[src/rtl/bdio_pkg.sv]
// ----------------------------------------------------------------------------
// bdio_pkg
// Types and constants shared by the bus decode and I/O register block.
// ----------------------------------------------------------------------------
`default_nettype none

package bdio_pkg;

    localparam int DRIVE_COUNT = 8;
    localparam logic [24:0] RAM_BYTES = 25'd8388608;

    localparam logic [23:0] IO_BASE  = 24'h00FE00;
    localparam logic [23:0] IO_LIMIT = 24'h00FF00;
    localparam logic [7:0]  BANK_VRAM = 8'hFE;
    localparam logic [7:0]  BANK_WIN  = 8'hFF;

    localparam logic [7:0] KEY_EMPTY   = 8'hFF;
    localparam logic [7:0] WINDOW_INIT = 8'h34;
    localparam logic [7:0] MASK_INIT   = 8'h01;

    localparam int CMD_DEPTH = 4;
    localparam int CMD_PTR_W = $clog2(CMD_DEPTH);
    localparam int CMD_CNT_W = $clog2(CMD_DEPTH + 1);

    typedef enum logic [1:0] {
        K_READ  = 2'd0,
        K_WRITE = 2'd1,
        K_TICK  = 2'd2,
        K_KEY   = 2'd3
    } t_kind;

    typedef enum logic [2:0] {
        RG_RAM  = 3'd0,
        RG_VRAM = 3'd1,
        RG_IO   = 3'd2,
        RG_WIN  = 3'd3,
        RG_BAD  = 3'd4
    } t_region;

    typedef enum logic [2:0] {
        TGT_RAM  = 3'd0,
        TGT_VRAM = 3'd1,
        TGT_IO   = 3'd2,
        TGT_EXT  = 3'd3,
        TGT_BAD  = 3'd4
    } t_target;

    typedef enum logic [3:0] {
        XOP_NONE     = 4'd0,
        XOP_CON_OUT  = 4'd1,
        XOP_CON_IN   = 4'd2,
        XOP_CON_STAT = 4'd3,
        XOP_DISK_RD  = 4'd4,
        XOP_DISK_WR  = 4'd5,
        XOP_SEEK     = 4'd6,
        XOP_EXIT     = 4'd7,
        XOP_TRACE    = 4'd8
    } t_xop;

    typedef struct packed {
        t_kind       kind;
        t_region     region;
        logic [23:0] maddr;
        logic [7:0]  io_reg;
        logic [7:0]  data;
        logic        dbg;
    } t_cmd;

    typedef struct packed {
        logic valid;
        t_cmd cmd;
    } t_head;

    typedef struct packed {
        t_target     target;
        logic [23:0] maddr;
        logic [7:0]  rdata;
        t_xop        op;
        logic [24:0] val;
        logic        irq;
        logic        fault;
    } t_res;

endpackage

`default_nettype wire

[src/rtl/bdio_front.sv]
// ----------------------------------------------------------------------------
// bdio_front
// Classifies an incoming item by command and address region.
// ----------------------------------------------------------------------------
`default_nettype none

module bdio_front (
    input  wire logic [1:0]     i_command,
    input  wire logic [23:0]    i_address,
    input  wire logic [7:0]     i_write_data,
    input  wire logic           i_debug_access,
    output bdio_pkg::t_cmd      o_cmd
);

    always_comb begin
        o_cmd.kind   = bdio_pkg::t_kind'(i_command);
        o_cmd.data   = i_write_data;
        o_cmd.io_reg = i_address[7:0];
        // Debug only matters on reads.
        o_cmd.dbg    = i_debug_access && (i_command == bdio_pkg::K_READ);
        o_cmd.maddr  = '0;
        // Bank FF is resolved later against the window register.
        if (i_address[23:16] == bdio_pkg::BANK_WIN) begin
            o_cmd.region = bdio_pkg::RG_WIN;
        end else if (i_address[23:16] == bdio_pkg::BANK_VRAM) begin
            o_cmd.region = bdio_pkg::RG_VRAM;
            o_cmd.maddr  = {10'd0, i_address[13:0]};
        end else if (i_address >= bdio_pkg::IO_BASE && i_address < bdio_pkg::IO_LIMIT) begin
            o_cmd.region = bdio_pkg::RG_IO;
        end else if ({1'b0, i_address} < bdio_pkg::RAM_BYTES) begin
            o_cmd.region = bdio_pkg::RG_RAM;
            o_cmd.maddr  = i_address;
        end else begin
            o_cmd.region = bdio_pkg::RG_BAD;
        end
    end

endmodule

`default_nettype wire

[src/rtl/bdio_queue.sv]
// ----------------------------------------------------------------------------
// bdio_queue
// Short command queue between the classifying front and the execute back.
// ----------------------------------------------------------------------------
`default_nettype none

module bdio_queue (
    input  wire logic           i_clk,
    input  wire logic           i_rst_n,
    input  wire logic           i_push,
    input  wire bdio_pkg::t_cmd i_cmd,
    output logic                o_full,
    output bdio_pkg::t_head     o_head,
    input  wire logic           i_take
);

    bdio_pkg::t_cmd                       r_mem [bdio_pkg::CMD_DEPTH];
    logic [bdio_pkg::CMD_PTR_W-1:0]       r_wr_ptr;
    logic [bdio_pkg::CMD_PTR_W-1:0]       r_rd_ptr;
    logic [bdio_pkg::CMD_CNT_W-1:0]       r_cnt;
    logic                                 wr_en;
    logic                                 rd_en;

    localparam logic [bdio_pkg::CMD_PTR_W-1:0] PTR_LAST =
        bdio_pkg::CMD_PTR_W'(bdio_pkg::CMD_DEPTH - 1);
    localparam logic [bdio_pkg::CMD_CNT_W-1:0] CNT_FULL =
        bdio_pkg::CMD_CNT_W'(bdio_pkg::CMD_DEPTH);

    assign o_full      = (r_cnt == CNT_FULL);
    assign wr_en       = i_push && !o_full;
    assign rd_en       = i_take && (r_cnt != '0);
    assign o_head.valid = (r_cnt != '0);
    assign o_head.cmd   = r_mem[r_rd_ptr];

    always_ff @(posedge i_clk) begin
        if (wr_en) begin
            r_mem[r_wr_ptr] <= i_cmd;
        end
    end

    always_ff @(posedge i_clk) begin
        if (!i_rst_n) begin
            r_wr_ptr <= '0;
            r_rd_ptr <= '0;
            r_cnt    <= '0;
        end else begin
            if (wr_en) begin
                r_wr_ptr <= (r_wr_ptr == PTR_LAST) ? '0 : r_wr_ptr + 1'b1;
            end
            if (rd_en) begin
                r_rd_ptr <= (r_rd_ptr == PTR_LAST) ? '0 : r_rd_ptr + 1'b1;
            end
            if (wr_en && !rd_en) begin
                r_cnt <= r_cnt + 1'b1;
            end else if (rd_en && !wr_en) begin
                r_cnt <= r_cnt - 1'b1;
            end
        end
    end

endmodule

`default_nettype wire

[src/rtl/bdio_back.sv]
// ----------------------------------------------------------------------------
// bdio_back
// Executes queued items against the I/O registers and buffers the results.
// ----------------------------------------------------------------------------
`default_nettype none

module bdio_back (
    input  wire logic            i_clk,
    input  wire logic            i_rst_n,
    input  wire bdio_pkg::t_head i_head,
    output logic                 o_take,
    input  wire logic            i_cfg_we,
    input  wire logic [7:0]      i_cfg_data,
    input  wire logic            i_pop,
    output logic                 o_empty,
    output bdio_pkg::t_res       o_res
);

    localparam logic [7:0] IO_TICK    = 8'h10;
    localparam logic [7:0] IO_WINDOW  = 8'h11;
    localparam logic [7:0] IO_CON     = 8'h20;
    localparam logic [7:0] IO_CSTAT   = 8'h21;
    localparam logic [7:0] IO_KEY     = 8'h22;
    localparam logic [7:0] IO_KHELD   = 8'h23;
    localparam logic [7:0] IO_DSEL    = 8'h30;
    localparam logic [7:0] IO_BLK_HI  = 8'h31;
    localparam logic [7:0] IO_BLK_LO  = 8'h32;
    localparam logic [7:0] IO_SEEK    = 8'h33;
    localparam logic [7:0] IO_DDATA   = 8'h34;
    localparam logic [7:0] IO_DSTAT   = 8'h35;
    localparam logic [7:0] IO_EXIT    = 8'h40;
    localparam logic [7:0] IO_TRACE   = 8'h41;
    localparam logic [7:0] EXIT_MAGIC = 8'hA5;
    localparam logic [1:0] STAT_NODISK = 2'd2;
    localparam logic [7:0] DRV_LIMIT  = 8'(bdio_pkg::DRIVE_COUNT);

    logic [7:0]  r_mask;
    logic [7:0]  r_tick,   n_tick;
    logic        r_irq,    n_irq;
    logic [7:0]  r_window, n_window;
    logic [2:0]  r_dsel,   n_dsel;
    logic [15:0] r_block,  n_block;
    logic [1:0]  r_status, n_status;
    logic [7:0]  r_key,    n_key;

    bdio_pkg::t_res res;
    bdio_pkg::t_cmd cmd;
    logic [7:0]     io_reg;
    logic           sel_ok;
    logic           data_ok;

    bdio_pkg::t_res r_buf [2];
    logic           r_wr_ptr;
    logic           r_rd_ptr;
    logic [1:0]     r_cnt;
    logic           fire;
    logic           pop_ok;

    assign cmd     = i_head.cmd;
    assign fire    = i_head.valid && (r_cnt != 2'd2);
    assign o_take  = fire;
    assign o_empty = (r_cnt == 2'd0);
    assign pop_ok  = i_pop && !o_empty;
    assign o_res   = r_buf[r_rd_ptr];

    assign io_reg  = (cmd.region == bdio_pkg::RG_WIN) ? r_window : cmd.io_reg;
    assign sel_ok  = ({5'd0, r_dsel} < DRV_LIMIT) && r_mask[r_dsel];
    assign data_ok = (cmd.data < DRV_LIMIT) && r_mask[cmd.data[2:0]];

    always_comb begin
        n_tick   = r_tick;
        n_irq    = r_irq;
        n_window = r_window;
        n_dsel   = r_dsel;
        n_block  = r_block;
        n_status = r_status;
        n_key    = r_key;

        res.target = bdio_pkg::TGT_RAM;
        res.maddr  = '0;
        res.rdata  = 8'hFF;
        res.op     = bdio_pkg::XOP_NONE;
        res.val    = '0;
        res.fault  = 1'b0;

        unique case (cmd.kind)
            bdio_pkg::K_TICK: begin
                n_tick = r_tick + 8'd1;
                n_irq  = 1'b1;
            end
            bdio_pkg::K_KEY: begin
                n_key = cmd.data;
            end
            default: begin
                unique case (cmd.region)
                    bdio_pkg::RG_RAM: begin
                        res.target = bdio_pkg::TGT_RAM;
                        res.maddr  = cmd.maddr;
                    end
                    bdio_pkg::RG_VRAM: begin
                        res.target = bdio_pkg::TGT_VRAM;
                        res.maddr  = cmd.maddr;
                    end
                    bdio_pkg::RG_IO, bdio_pkg::RG_WIN: begin
                        res.target = bdio_pkg::TGT_IO;
                        if (cmd.kind == bdio_pkg::K_WRITE) begin
                            unique case (io_reg)
                                IO_WINDOW: n_window = cmd.data;
                                IO_CON: begin
                                    res.target = bdio_pkg::TGT_EXT;
                                    res.op     = bdio_pkg::XOP_CON_OUT;
                                    res.val    = {17'd0, cmd.data};
                                end
                                IO_DSEL: begin
                                    if (data_ok) begin
                                        n_dsel = cmd.data[2:0];
                                    end else begin
                                        n_status = STAT_NODISK;
                                    end
                                end
                                IO_BLK_HI: n_block = {cmd.data, r_block[7:0]};
                                IO_BLK_LO: n_block = {r_block[15:8], cmd.data};
                                IO_SEEK: begin
                                    if (sel_ok) begin
                                        n_status   = 2'd0;
                                        res.target = bdio_pkg::TGT_EXT;
                                        res.op     = bdio_pkg::XOP_SEEK;
                                        res.val    = {r_block, 9'd0};
                                    end else begin
                                        n_status = STAT_NODISK;
                                    end
                                end
                                IO_DDATA: begin
                                    if (sel_ok) begin
                                        res.target = bdio_pkg::TGT_EXT;
                                        res.op     = bdio_pkg::XOP_DISK_WR;
                                        res.val    = {17'd0, cmd.data};
                                    end else begin
                                        n_status = STAT_NODISK;
                                    end
                                end
                                IO_EXIT: begin
                                    if (cmd.data == EXIT_MAGIC) begin
                                        res.target = bdio_pkg::TGT_EXT;
                                        res.op     = bdio_pkg::XOP_EXIT;
                                    end else begin
                                        res.target = bdio_pkg::TGT_BAD;
                                        res.fault  = 1'b1;
                                    end
                                end
                                IO_TRACE: begin
                                    res.target = bdio_pkg::TGT_EXT;
                                    res.op     = bdio_pkg::XOP_TRACE;
                                    res.val    = {17'd0, cmd.data};
                                end
                                default: begin
                                    res.target = bdio_pkg::TGT_BAD;
                                    res.fault  = 1'b1;
                                end
                            endcase
                        end else if (!cmd.dbg) begin
                            unique case (io_reg)
                                IO_TICK: begin
                                    res.rdata = r_tick;
                                    n_tick    = 8'd0;
                                    n_irq     = 1'b0;
                                end
                                IO_WINDOW: res.rdata = r_window;
                                IO_CON: begin
                                    res.target = bdio_pkg::TGT_EXT;
                                    res.op     = bdio_pkg::XOP_CON_IN;
                                end
                                IO_CSTAT: begin
                                    res.target = bdio_pkg::TGT_EXT;
                                    res.op     = bdio_pkg::XOP_CON_STAT;
                                end
                                IO_KEY: begin
                                    res.rdata = r_key;
                                    n_key     = bdio_pkg::KEY_EMPTY;
                                end
                                IO_KHELD: begin
                                    res.rdata = (r_key == bdio_pkg::KEY_EMPTY) ? 8'd0 : 8'd1;
                                end
                                IO_DSEL:   res.rdata = {5'd0, r_dsel};
                                IO_BLK_HI: res.rdata = r_block[15:8];
                                IO_BLK_LO: res.rdata = r_block[7:0];
                                IO_DDATA: begin
                                    if (sel_ok) begin
                                        res.target = bdio_pkg::TGT_EXT;
                                        res.op     = bdio_pkg::XOP_DISK_RD;
                                    end else begin
                                        n_status = STAT_NODISK;
                                    end
                                end
                                IO_DSTAT: begin
                                    res.rdata = {6'd0, r_status};
                                    n_status  = 2'd0;
                                end
                                default: begin
                                    res.target = bdio_pkg::TGT_BAD;
                                    res.fault  = 1'b1;
                                end
                            endcase
                        end
                    end
                    default: begin
                        // Beyond RAM: a debug read is reported but does not fault.
                        res.target = bdio_pkg::TGT_BAD;
                        res.fault  = (cmd.kind == bdio_pkg::K_WRITE) || !cmd.dbg;
                    end
                endcase
            end
        endcase

        res.irq = n_irq;
    end

    always_ff @(posedge i_clk) begin
        if (fire) begin
            r_buf[r_wr_ptr] <= res;
        end
    end

    always_ff @(posedge i_clk) begin
        if (!i_rst_n) begin
            r_mask   <= bdio_pkg::MASK_INIT;
            r_tick   <= '0;
            r_irq    <= 1'b0;
            r_window <= bdio_pkg::WINDOW_INIT;
            r_dsel   <= '0;
            r_block  <= '0;
            r_status <= '0;
            r_key    <= bdio_pkg::KEY_EMPTY;
            r_wr_ptr <= 1'b0;
            r_rd_ptr <= 1'b0;
            r_cnt    <= '0;
        end else begin
            if (i_cfg_we) begin
                r_mask <= i_cfg_data;
            end
            if (fire) begin
                r_tick   <= n_tick;
                r_irq    <= n_irq;
                r_window <= n_window;
                r_dsel   <= n_dsel;
                r_block  <= n_block;
                r_status <= n_status;
                r_key    <= n_key;
                r_wr_ptr <= !r_wr_ptr;
            end
            if (pop_ok) begin
                r_rd_ptr <= !r_rd_ptr;
            end
            if (fire && !pop_ok) begin
                r_cnt <= r_cnt + 2'd1;
            end else if (pop_ok && !fire) begin
                r_cnt <= r_cnt - 2'd1;
            end
        end
    end

endmodule

`default_nettype wire

[src/rtl/bus_decode_and_io_registers.sv]
// ----------------------------------------------------------------------------
// bus_decode_and_io_registers
// Bus decoder and I/O register block of a small 24-bit CPU system.
// ----------------------------------------------------------------------------
// The block takes one item per clock while full is low (CPU read, CPU write,
// timer tick or typed key) and returns exactly one result per item, in order.
// An item pushed into the command queue is executed from the queue head once
// the result buffer has room, and its result waits in that buffer until popped.
// Throughput is one item per cycle while the result buffer has room, set by
// the execute unit that updates the I/O registers. A four-entry command queue
// sits between the address classifier and that unit, and a two-entry result
// buffer sits after it, so either side can stall without blocking the other;
// full rises only when four items wait for execution. Bank FF accesses go to
// the I/O page through the window register, resolved at execution time so
// that a window write takes effect for the very next item. The disk-present
// mask is written through its own channel, which is always ready; write it
// only while the block is idle.
// ----------------------------------------------------------------------------
`default_nettype none

module bus_decode_and_io_registers (
    input  wire logic           i_clk,
    input  wire logic           i_rst_n,

    input  wire logic           push,
    output logic                full,
    input  wire logic [1:0]     i_command,
    input  wire logic [23:0]    i_address,
    input  wire logic [7:0]     i_write_data,
    input  wire logic           i_debug_access,

    output logic                empty,
    input  wire logic           pop,
    output logic [2:0]          o_target,
    output logic [23:0]         o_mapped_address,
    output logic [7:0]          o_read_data,
    output logic [3:0]          o_ext_op,
    output logic [24:0]         o_ext_value,
    output logic                o_irq_level,
    output logic                o_fault,

    input  wire logic           i_cfg_valid,
    output logic                o_cfg_ready,
    input  wire logic [7:0]     i_cfg_data
);

    bdio_pkg::t_cmd  cmd;
    bdio_pkg::t_head head;
    bdio_pkg::t_res  res;
    logic            take;

    // The mask register takes every write, so the channel never stalls.
    assign o_cfg_ready = 1'b1;

    bdio_front u_front (
        .i_command      (i_command),
        .i_address      (i_address),
        .i_write_data   (i_write_data),
        .i_debug_access (i_debug_access),
        .o_cmd          (cmd)
    );

    bdio_queue u_queue (
        .i_clk   (i_clk),
        .i_rst_n (i_rst_n),
        .i_push  (push),
        .i_cmd   (cmd),
        .o_full  (full),
        .o_head  (head),
        .i_take  (take)
    );

    bdio_back u_back (
        .i_clk      (i_clk),
        .i_rst_n    (i_rst_n),
        .i_head     (head),
        .o_take     (take),
        .i_cfg_we   (i_cfg_valid && o_cfg_ready),
        .i_cfg_data (i_cfg_data),
        .i_pop      (pop),
        .o_empty    (empty),
        .o_res      (res)
    );

    // The oldest buffered result drives the result ports directly.
    assign o_target         = res.target;
    assign o_mapped_address = res.maddr;
    assign o_read_data      = res.rdata;
    assign o_ext_op         = res.op;
    assign o_ext_value      = res.val;
    assign o_irq_level      = res.irq;
    assign o_fault          = res.fault;

endmodule

`default_nettype wire

[config.mk]
export PLATFORM = sky130hd
export DESIGN_NAME = bus_decode_and_io_registers
export DESIGN_NICKNAME = d
export VERILOG_FILES = /design/src/rtl/bdio_pkg.sv /design/src/rtl/bdio_front.sv /design/src/rtl/bdio_queue.sv /design/src/rtl/bdio_back.sv /design/src/rtl/bus_decode_and_io_registers.sv
export SDC_FILE = /design/constraint.sdc
export NUM_CORES = 1
export LEC_CHECK = 0
export BUFFER_PORTS_ARGS = -buffer_cell sky130_fd_sc_hd__buf_4
export CAP_MARGIN = 10
export CELL_PAD_IN_SITES_DETAIL_PLACEMENT = 1
export CELL_PAD_IN_SITES_GLOBAL_PLACEMENT = 2
export CORE_UTILIZATION = 44
export DETAILED_ROUTE_END_ITERATION = 6
export PLACE_DENSITY = 0.86
export SETUP_SLACK_MARGIN = 0.4
export SLEW_MARGIN = 25
export SYNTH_ARGS = -nofsm -noshare
export SYNTH_HDL_FRONTEND = slang
export SYNTH_SLANG_ARGS = --single-unit
[constraint.sdc]
create_clock -name i_clk -period 4.8 [get_ports i_clk]
set_clock_uncertainty 0.1 [all_clocks]
set_input_delay 0.96 -clock i_clk [delete_from_list [all_inputs] [get_ports i_clk]]
set_output_delay 0.96 -clock i_clk [all_outputs]
set_load 0.05 [all_outputs]
==> key figures <==
Floorplan
  – Die Y-Extent: between 150 and 200 µm
  – Horiz. Die Dim: approximately 190 µm
  – Die area: 37,100 µm²
  – Initial standard-cell utilization of the core: 44.8%
  – Boundary pin count: approximately 120
  – Core outline area: approximately 36,000 µm²
  – Row count: around 70

Worst hold path
  – Worst min path class: reg -> reg

Synth
  – Synth Flop Type: sky130_fd_sc_hd__edfxtp_1
  – Number of warning messages in the yosys log: 0
  – Count of flip-flops with a built-in enable after synthesis: 310
  – Post-synthesis cell count: about 1k
  – Post-synthesis async set-or-reset flop share: 0%
  – Flip-flop and latch count after synthesis: roughly 380
  – Total standard cell area after synthesis: roughly 16,000 µm²
  – Syn Area/Cell: 15.7 µm²
  – Count of unique library cells instantiated by Yosys: 75
  – Proportion of synthesized chip area in sequential cells: roughly two thirds

Setup path
  – FF-to-FF End: u_back.r_buf[1][37]
  – CP peak stage delay: roughly 0.60 ns
  – Capturing instance or port of the critical path: u_back.r_buf[1][37]
  – Worst endpoint required time: 4.97 ns
  – Crit-path slowest cell: sky130_fd_sc_hd__mux4_2
  – Register-to-register path setup slack: 1.11 ns
  – Startpoint class of the critical path: register
  – Reg2reg path depth: 8
  – Worst path cell trace: buf_4 > mux4_2 > and3b_1 > mux2i_4 > nor3_4 > nor3_2 > a21o_1 > a211o_1
  – Critical path capture point type: register
  – Crit Path Max Fanout: 17
  – Arrival time reported for the critical path endpoint: a little under 4 ns
  – Type of the worst setup path: reg -> reg

Timing
  – Actual slew at the worst max-slew pin: around 0.9 ns
  – Part of the cycle the worst path needs: 76.9%
  – Achievable clock frequency: 0.271 GHz
  – Unrepaired setup endpoints after global routing: no
  – Final period demand of the worst path: ~3.7 ns
  – Total count of hold-check failures in the final report: 0
  – Final setup violating endpoints: 0
  – Final Slew Violations: 0
  – Max_slew headroom: 40.1%
  – Sum Neg Setup Slack: 0 ns

Run
  – Max-cap check violation count: 0

CTS
  – TritonCTS clock tree: built
  – Clock latency on the worst-skew pair: 0.54 ns
  – Number of gates resized after cts: 0
  – Buffers inserted by post-CTS timing repair: 0
  – Maximum clock insertion buffer count: 3
  – Register clock-pin slew on the reported worst setup and hold paths: around 0.06 ns
  – Clock Root Buffer: sky130_fd_sc_hd__clkbuf_16
  – Total of hold buffers inserted after clock tree synthesis: 0
  – Clock net sink count: 378
  – H-Tree Depth: 2
  – Clock buffer count from CTS: 40

GRT
  – Congestion Overflow GR: 0
  – Initial antenna violation count: 0
  – Maximum number of pins on one net before global-route repair: 71
  – Total global-route track usage: 20.7%
  – Vias in the first global route: between 9k and 10k
  – First-pass GRT wire length: about 57,000 µm

Detailed routing
  – ANT nets after route: 0
  – WL final: ~38,000 µm
  – Pre-antenna DRT Iters: 7
  – Routed wirelength normalized by instance count: approximately 23 µm
  – Routed vias: 9,172
  – Average via count per standard cell: around 5.6
  – DRC violation count after routing: 17
  – Initial drt markers: around 570

Final layout
  – Number of filler cells placed in the layout: between 3k and 4k
  – Antenna Diode Count: 0
  – Fraction of layout cells with a size suffix above 1: a little under 30%
  – P&R area growth vs syn: 17.0%
  – Count of nets after finishing: ~1.2k

Run status
  – Run status: finished, violations left
  – Violated checks: DRC

Power
  – Power density normalized to cell area: ~650 nW/µm²
  – Total Power: roughly 12,000 µW
  – Max IR drop VDD: around 0.00039 V
  – Cell leakage power: 0.00636 µW

Placed design
  – Sum of net half-perimeters after detailed placement: ~26,000 µm
  – Port Buffer Count: between 100 and 150
  – Final weighted congestion of routability-driven global placement: ~0.90
## registers in the layout, summed over array words and instances (netlist names), 2 cells and up, named ones only
register          cells
u_queue.r_cnt         3
u_back.r_mask         8
u_back.r_cnt          2
u_back.r_status       2
u_queue.r_rd_ptr      2
u_back.r_buf        130
u_queue.r_wr_ptr      2
u_back.r_dsel         3
u_back.r_window       8
u_back.r_tick         8
u_back.r_key          8
u_queue.r_mem       180
u_back.r_block       16
## kinds of logic (layout without fill, tap and decap cells)
logic type,Yosys count,after routing,synth area share [%]
flip-flops,378,378,66.8
buffers and inverters,60,222,1.76
multiplexers,157,157,14.4
AND/OR/NAND/NOR,299,299,11.0
other,2,4,0.0470
adder cells (fa/ha/maj),9,9,0.752
XOR/XNOR,5,5,0.274
AO/OA/AOI/OAI,109,109,5.06
## worst min path at each step
| stage | end | slack [ns] | depth (start not counted) | startpoint |
|---|---|---|---|---|
| floorplan | u_back.r_status[0] | 0.31 | 2 | u_back.r_status[0] |
| global placement | u_back.r_status[0] | 0.33 | 2 | u_back.r_status[0] |
| detailed placement | u_back.r_status[0] | 0.33 | 2 | u_back.r_status[0] |
| CTS | u_back.r_status[0] | 0.35 | 2 | u_back.r_status[0] |
| global route | u_back.r_status[0] | 0.37 | 2 | u_back.r_status[0] |
| finish | u_back.r_status[0] | 0.35 | 2 | u_back.r_status[0] |
## per-layer routing
layer / GRT usage, % / share of wire [%] / up-vias
li1: - / - / 4180
met1: 26.2 / 42 / 4715
met2: 37.0 / 52 / 218
met3: 2.82 / 4.0 / 59
met4: 5.51 / 1.9 / 0
met5: 0 / 0 / -
## critical path, delay by kind of cell (launching register included)
| kind | cells | cell delay (ns) |
|---|---|---|
| and+or+nand+nor | 3 | 1.08 |
| muxes | 2 | 0.96 |
| AOI/OAI and AO/OA | 2 | 0.56 |
| DFF | 1 | 0.37 |
| buffers and inverters | 1 | 0.34 |
## cell type report
| class | instances | area [µm²] | area share (%) |
|---|---|---|---|
| Sequential cell | 378 | 10700 | 57.1 |
| Multi-Input combinational cell | 583 | 5040 | 27.0 |
| Clock buffer | 54 | 1100 | 5.89 |
| Timing Repair Buffer | 136 | 1050 | 5.64 |
| Tap cell | 461 | 577 | 3.09 |
| Clock inverter | 16 | 185 | 0.991 |
| Inverter | 16 | 60.1 | 0.321 |
## synthesized netlist by cell type (all sizes together), types with 2 or more instances
master,n,area (µm²)
edfxtp,310,9310
nor2b,75,469
mux2,71,803
dfxtp,68,1360
nand2,57,216
mux4,47,1060
mux2i,39,432
nor2,37,139
and2,34,213
clkbuf,26,97.6
nand3,25,125
a21boi,20,150
buf,18,124
nor3,17,145
inv,16,60.1
a21oi,14,73.8
o21ai,14,70.1
o22ai,13,81.3
a22oi,11,82.6
nor3b,9,77.6
ha,8,100
and3,7,43.8
nand3b,7,65.1
nand4,6,37.5
nand4b,6,52.6
a211o,5,43.8
nor4,5,52.6
o211ai,5,37.5
a222oi,4,40.0
nor4b,4,41.3
or3,4,25.0
nand2b,3,18.8
o32ai,3,26.3
xnor2,3,26.3
a21o,2,15.0
conb,2,7.51
o21a,2,15.0
o22a,2,17.5
xor2,2,17.5
## metrics by stage
stage	utilization [%]	std cells	hold WS [ns]	instance area, µm²	worst slack, ns
after floorplan	-	1021	0.312	16000	0.810
after global placement	48.7	1573	0.332	17400	1.15
after detailed placement	48.8	1574	0.333	17400	1.12
after CTS	52.4	1644	0.346	18700	1.08
after global routing	52.4	1644	0.375	18700	0.859
final	52.4	1644	0.349	18700	1.11
## cells in the final DEF (no fill, tap or decap), types with 11 or more instances in the layout
cell / n
sky130_fd_sc_hd__dfxtp_1: 65
sky130_fd_sc_hd__buf_4: 134
sky130_fd_sc_hd__edfxtp_1: 310
sky130_fd_sc_hd__mux4_2: 47
sky130_fd_sc_hd__a22oi_1: 11
sky130_fd_sc_hd__and2_1: 29
sky130_fd_sc_hd__o22ai_1: 13
sky130_fd_sc_hd__mux2i_1: 35
sky130_fd_sc_hd__a21oi_1: 13
sky130_fd_sc_hd__a21boi_1: 15
sky130_fd_sc_hd__nor2b_1: 75
sky130_fd_sc_hd__nand2_1: 56
sky130_fd_sc_hd__inv_1: 16
sky130_fd_sc_hd__nand3_1: 25
sky130_fd_sc_hd__mux2_2: 69
sky130_fd_sc_hd__clkbuf_16: 40
sky130_fd_sc_hd__nor2_1: 36
## report_power, final
group	leakage, µW	internal [µW]	total [µW]	switching, µW
logic	0.00231	1580	4540	2950
clock network	0.000628	1780	3010	1240
registers	0.00342	4330	4590	255
total	0.00636	7690	12100	4450
(Power assumes the default switching activity.)
